File: src/hce_pkg.sv
// Shared types and constants for the Huffman code encoder.
`default_nettype none

package hce_pkg;

    // Field widths
    localparam int SYM_W       = 8;
    localparam int CODE_W      = 32;
    localparam int LEN_W       = 6;
    localparam int BYTE_W      = 8;
    localparam int PEND_W      = 7;
    localparam int PCNT_W      = 3;
    localparam int TABLE_DEPTH = 256;
    localparam int MAX_BYTES   = 4;
    localparam int NB_W        = 3;
    // Packing window: pending bits, one codeword, one spare bit
    localparam int ACC_W       = PEND_W + CODE_W + 1;
    localparam int OP_W        = 2;
    localparam int S_DATA_W    = 48;
    localparam int M_DATA_W    = 8;

    localparam int DEF_MAX_CODE_LEN = 32;

    // Item kinds carried on s_tuser
    typedef enum logic [OP_W-1:0] {
        OP_LOAD   = 2'd0,
        OP_ENCODE = 2'd1,
        OP_FLUSH  = 2'd2
    } op_t;

    // One code table entry; codeword stored left aligned (first bit in bit 31)
    typedef struct packed {
        logic [CODE_W-1:0] code;
        logic [LEN_W-1:0]  len;
    } entry_t;

    // Item leaving the table read stage
    typedef struct packed {
        logic              vld;
        op_t               op;
        logic [CODE_W-1:0] code;
        logic [LEN_W-1:0]  len;
    } stage_t;

endpackage

`default_nettype wire

File: src/hce_packer.sv
// Bit packer: merges codewords with pending bits and drains whole bytes.
`default_nettype none

module hce_packer
    import hce_pkg::*;
(
    input  wire logic                aclk,
    input  wire logic                aresetn,
    input  wire stage_t              stg,
    output logic                     advance,
    output logic                     m_tvalid,
    input  wire logic                m_tready,
    output logic      [M_DATA_W-1:0] m_tdata,   // [7:0] out_byte
    output logic                     m_tlast
);

    logic [PEND_W-1:0] pend_reg;      // left aligned, unused low bits zero
    logic [PEND_W-1:0] pend_next;
    logic [PCNT_W-1:0] pcnt_reg;
    logic [PCNT_W-1:0] pcnt_next;
    logic [BYTE_W-1:0] buf_reg [MAX_BYTES];
    logic [BYTE_W-1:0] buf_next [MAX_BYTES];
    logic [NB_W-1:0]   bcnt_reg;
    logic [ACC_W-1:0]  acc;
    logic [LEN_W-1:0]  tot;
    logic [NB_W-1:0]   nb;
    logic              upd;
    logic              emit;
    logic              can_load;
    logic              pop;

    assign pop      = m_tvalid && m_tready;
    assign can_load = (bcnt_reg == '0) || ((bcnt_reg == NB_W'(1)) && m_tready);

    // Pack pending bits and the codeword into one left-aligned window
    always_comb begin
        acc       = {pend_reg, {(ACC_W-PEND_W){1'b0}}}
                  | ({stg.code, {(ACC_W-CODE_W){1'b0}}} >> pcnt_reg);
        tot       = LEN_W'(pcnt_reg) + stg.len;
        upd       = 1'b0;
        nb        = '0;
        pend_next = pend_reg;
        pcnt_next = pcnt_reg;
        for (int k = 0; k < MAX_BYTES; k++) begin
            buf_next[k] = acc[ACC_W-1-BYTE_W*k -: BYTE_W];
        end
        case (stg.op)
            OP_ENCODE: begin
                if (stg.len != '0) begin
                    upd       = 1'b1;
                    nb        = tot[LEN_W-1:PCNT_W];
                    pcnt_next = tot[PCNT_W-1:0];
                    case (nb)
                        3'd0:    pend_next = acc[ACC_W-1 -: PEND_W];
                        3'd1:    pend_next = acc[ACC_W-1-BYTE_W -: PEND_W];
                        3'd2:    pend_next = acc[ACC_W-1-2*BYTE_W -: PEND_W];
                        3'd3:    pend_next = acc[ACC_W-1-3*BYTE_W -: PEND_W];
                        default: pend_next = acc[ACC_W-1-4*BYTE_W -: PEND_W];
                    endcase
                end
            end
            OP_FLUSH: begin
                if (pcnt_reg != '0) begin
                    upd         = 1'b1;
                    nb          = NB_W'(1);
                    buf_next[0] = {pend_reg, 1'b0};
                    pend_next   = '0;
                    pcnt_next   = '0;
                end
            end
            default: begin
            end
        endcase
        emit    = stg.vld && upd && (nb != '0);
        advance = !emit || can_load;
    end

    // Pending bit store
    always_ff @(posedge aclk) begin
        if (!aresetn) begin
            pend_reg <= '0;
            pcnt_reg <= '0;
        end else if (stg.vld && upd && advance) begin
            pend_reg <= pend_next;
            pcnt_reg <= pcnt_next;
        end
    end

    // Byte buffer count: loads a whole item's bytes, drains one per transfer
    always_ff @(posedge aclk) begin
        if (!aresetn) begin
            bcnt_reg <= '0;
        end else if (emit && can_load) begin
            bcnt_reg <= nb;
        end else if (pop) begin
            bcnt_reg <= bcnt_reg - NB_W'(1);
        end
    end

    always_ff @(posedge aclk) begin
        if (emit && can_load) begin
            buf_reg <= buf_next;
        end else if (pop) begin
            for (int k = 0; k < MAX_BYTES - 1; k++) begin
                buf_reg[k] <= buf_reg[k+1];
            end
        end
    end

    assign m_tvalid = (bcnt_reg != '0);
    assign m_tdata  = buf_reg[0];
    assign m_tlast  = (bcnt_reg == NB_W'(1));

endmodule

`default_nettype wire

File: config.mk
export PLATFORM = sky130hd
export DESIGN_NAME = hce_packer
export DESIGN_NICKNAME = d
export VERILOG_FILES = /design/src/hce_pkg.sv /design/src/hce_packer.sv
export SDC_FILE = /design/constraint.sdc
export NUM_CORES = 1
export LEC_CHECK = 0
export ABC_AREA = 1
export CORE_MARGIN = 8
export CORE_UTILIZATION = 30
export CTS_CLUSTER_DIAMETER = 50
export DETAILED_ROUTE_END_ITERATION = 8
export DONT_BUFFER_PORTS = 1
export PLACE_DENSITY_LB_ADDON = 0.08
export SLEW_MARGIN = 20
export SYNTH_ARGS = -nofsm -noshare
export SYNTH_HDL_FRONTEND = slang
export SYNTH_SLANG_ARGS = --single-unit
File: constraint.sdc
create_clock -name aclk -period 3 [get_ports aclk]
set_input_delay 0.15 -clock aclk [delete_from_list [all_inputs] [get_ports aclk]]
set_output_delay 0.15 -clock aclk [all_outputs]
set_load 0.005 [all_outputs]
==> impl_metrics.ini <==
[synthesis]
synth_edf_count = 32
synth_xor_area_frac = 0.00862
yosysTopAreaCell = edfxtp_1
synth-simple-area-share = 0.387
ys_seq_elements = 45
synth.net_count = 651
synth_area_leaders = edfxtp_1, nand2_1, dfxtp_1
synth_mux_area_frac = 0
yosysWarnings = 0
synth_compound_area_frac = 0.152
netlist_area_mm2 = 0.00392
synthAdderAreaFrac = 0.0306
synth.top_cell.area_share = 0.245
ys_seq_area_frac = 0.311
synth_top_family_by_area = simple AND/OR/NAND/NOR gates
ys.flop_type = edfxtp_1
avgSynthCellArea_um2 = 6.56
synth_cell_type_count = 40
syn_inst = 598
synthArstFlopShare = 0

[die]
fp.dieW_um = 130
fp-row-count = 41
ioPinCount = 55
start_util = 0.309
die-height_um = 130
fp.coreArea_mm2 = 0.0127
dieArea_mm2 = 0.0170

[sta]
rsz0062_at_grt = false
fin_crit_sh = 0.877
fmax_mhz = 380
tns_ns = 0
skew_ns = 0.00777
holdWs_ns = 0.154
maxSlewViolCount = 0
period_minus_slack_ns = 2.63
setup_viol = 0
hold_viol = 0
slew-limit-headroom = 0.604
tightest_slew_ns = 0.588

[worst_setup_path]
reg2reg_to = m_tdata[0]
reg2reg_slack_ns = 0.37
critPathMaxFanout = 24
cp.required_ns = 3.04
endpoint_kind = flop
rr_worst_depth = 13
path_cells = ha_1, inv_1, fa_1, inv_1, nand3_1, nand2_2, xor2_2, nand2_1, nand3_4, nand3_4, buf_4, nand2_1, o31ai_2
arrival_ns = 2.67
cp-endpoint = m_tdata[0]
critical_path_depth = 13
critical_path_class = flop to flop
slowest_stage = fa_1
crit_family = simple AND/OR/NAND/NOR gates
cpPeakStageDelay_ns = 0.36
critPathLaunch = pcnt_reg[0]
startpoint_type = flop
cp_num_buf_inv = 3
r2r-start = pcnt_reg[0]

[cells_and_area]
layout_common_cells = nand2_1, o21ai_0, nand3_1, inv_1, nor2_1
diodes = 0
drive_above_1_share = 0.0832
final_area_mm2 = 0.00411
fin_util = 0.324
multi_input_area_mm2 = 0.00227
seq_area_mm2 = 0.00122
final_common_cell = nand2_1
largest_reg_flops = 24
fillerInstances = 1460
fin_nets = 629
syn_to_final_growth_pct = 4.85

[drt]
drt_iter0_markers = 267
wl_per_cell_um = 15.8
drt-pass1-iter-count = 5
wl_um = 11900
vias = 3628
ant_nets = 0
vias_per_cell = 4.84
route.detailed.drc = 0

[global_route]
grt_pass1_wl_um = 18900
grt_pass1_vias = 3528
grt_overflow_total = 0
track_usage = 0.144
grt_max_degree = 55
grt_antenna_before_repair = 0

[place]
place_area_mm2 = 0.00394
gp_congestion = 0.806
place_hpwl_um = 8980
numPortBuffers = 0

[power]
power_density_mw_per_mm2 = 519
peakVddDrop_mv = 0.193
total_power_mw = 2.13
p_leak_nw = 1.82

[status]
status = finished clean

[worst_hold_path]
hold_path.class = input port to flop

[clocking]
cts-buffers-inserted = 5
cts_tree = yes
worstSkewPairLatency_ns = 0.29
cts_buffer_depth = 2
htreeDepth = 2
cts.sinks = 45
cts-root-buf = clkbuf_16
cts_setup_buffers = 0
cts.clk_slew.worst_paths_ns = 0.07

[job]
cap_viol_max_count = 0
-- worst register-to-register path: cells and delay by family, from the launching register on --
| family | cells | cell delay [ns] |
|---|---|---|
| AOI/OAI and AO/OA | 1 | 0.07 |
| xor gates and xnor gates | 1 | 0.20 |
| adders and majority gates | 2 | 0.55 |
| buffers and inverters | 3 | 0.44 |
| DFF | 1 | 0.33 |
| and+or+nand+nor | 6 | 0.78 |
-- cell families (layout without fill, tap and decap cells) --
| family | Yosys count | in the layout |
|---|---|---|
| fa+ha+maj | 9 | 9 |
| buf+inv | 87 | 66 |
| simple gates | 350 | 350 |
| xor+xnor | 3 | 3 |
| flops | 45 | 45 |
| compound gates | 104 | 104 |
-- worst min path at each step --
stage / startpoint / endpoint / slack, ns / depth (start not counted)
2_1_floorplan: aresetn / pend_reg[3] / 0.27 / 2
3_5_place_dp: aresetn / bcnt_reg[2] / 0.27 / 2
4_1_cts: stg[0] / pcnt_reg[0] / 0.16 / 3
6_report: stg[0] / pcnt_reg[0] / 0.15 / 3
5_1_grt: stg[0] / pcnt_reg[0] / 0.17 / 3
3_3_place_gp: aresetn / bcnt_reg[2] / 0.26 / 2
-- metal layers --
layer | share of wire | track usage
met5 | 0 | 0
met4 | 0.018 | 0.0464
met3 | 0.050 | 0.0245
met2 | 0.43 | 0.217
met1 | 0.51 | 0.202
-- cell usage after synthesis (3+ instances only) --
| library cell | instances |
|---|---|
| buf_4 | 10 |
| nand2_2 | 5 |
| nand3_2 | 4 |
| clkbuf_1 | 5 |
| nor2_1 | 35 |
| nand3_1 | 50 |
| edfxtp_1 | 32 |
| dfxtp_1 | 13 |
| nand2_4 | 3 |
| ha_1 | 8 |
| nand4_1 | 5 |
| buf_2 | 12 |
| inv_1 | 45 |
| buf_6 | 7 |
| or2_2 | 8 |
| nand2_1 | 232 |
| o211ai_1 | 12 |
| o21ai_0 | 52 |
| a21oi_1 | 25 |
| o21ai_1 | 5 |
| buf_1 | 4 |
-- stage by stage --
stage                     instances  setup slack (ns)
after floorplan                 598            0.0221
after global placement          739             0.394
after detailed placement        739             0.363
after CTS                       749             0.339
after global routing            749             0.128
final                           749             0.369
-- area by class of cell --
type                       count  share of cell area
timing repair buffer           9              0.0177
clock buffer                   5              0.0304
clock inverter                 3             0.00609
sequential                    45               0.297
multi-input combinational    466               0.551
inverter                      49              0.0453
tap                          172              0.0523
-- timing repair --
action | in CTS | in global routing
resized for setup | 0 | 0
endpoints found under the hold margin | 12 | 0
hold buffers | 2 | 0
-- power breakdown --
| part | internal, mW | switching (mW) | total, mW | leakage, nW |
|---|---|---|---|---|
| combinational | 0.192 | 0.435 | 0.627 | 1.35 |
| sequential | 0.873 | 0.0541 | 0.927 | 0.400 |
| clock | 0.314 | 0.267 | 0.581 | 0.0704 |
(Power assumes the default switching activity.)
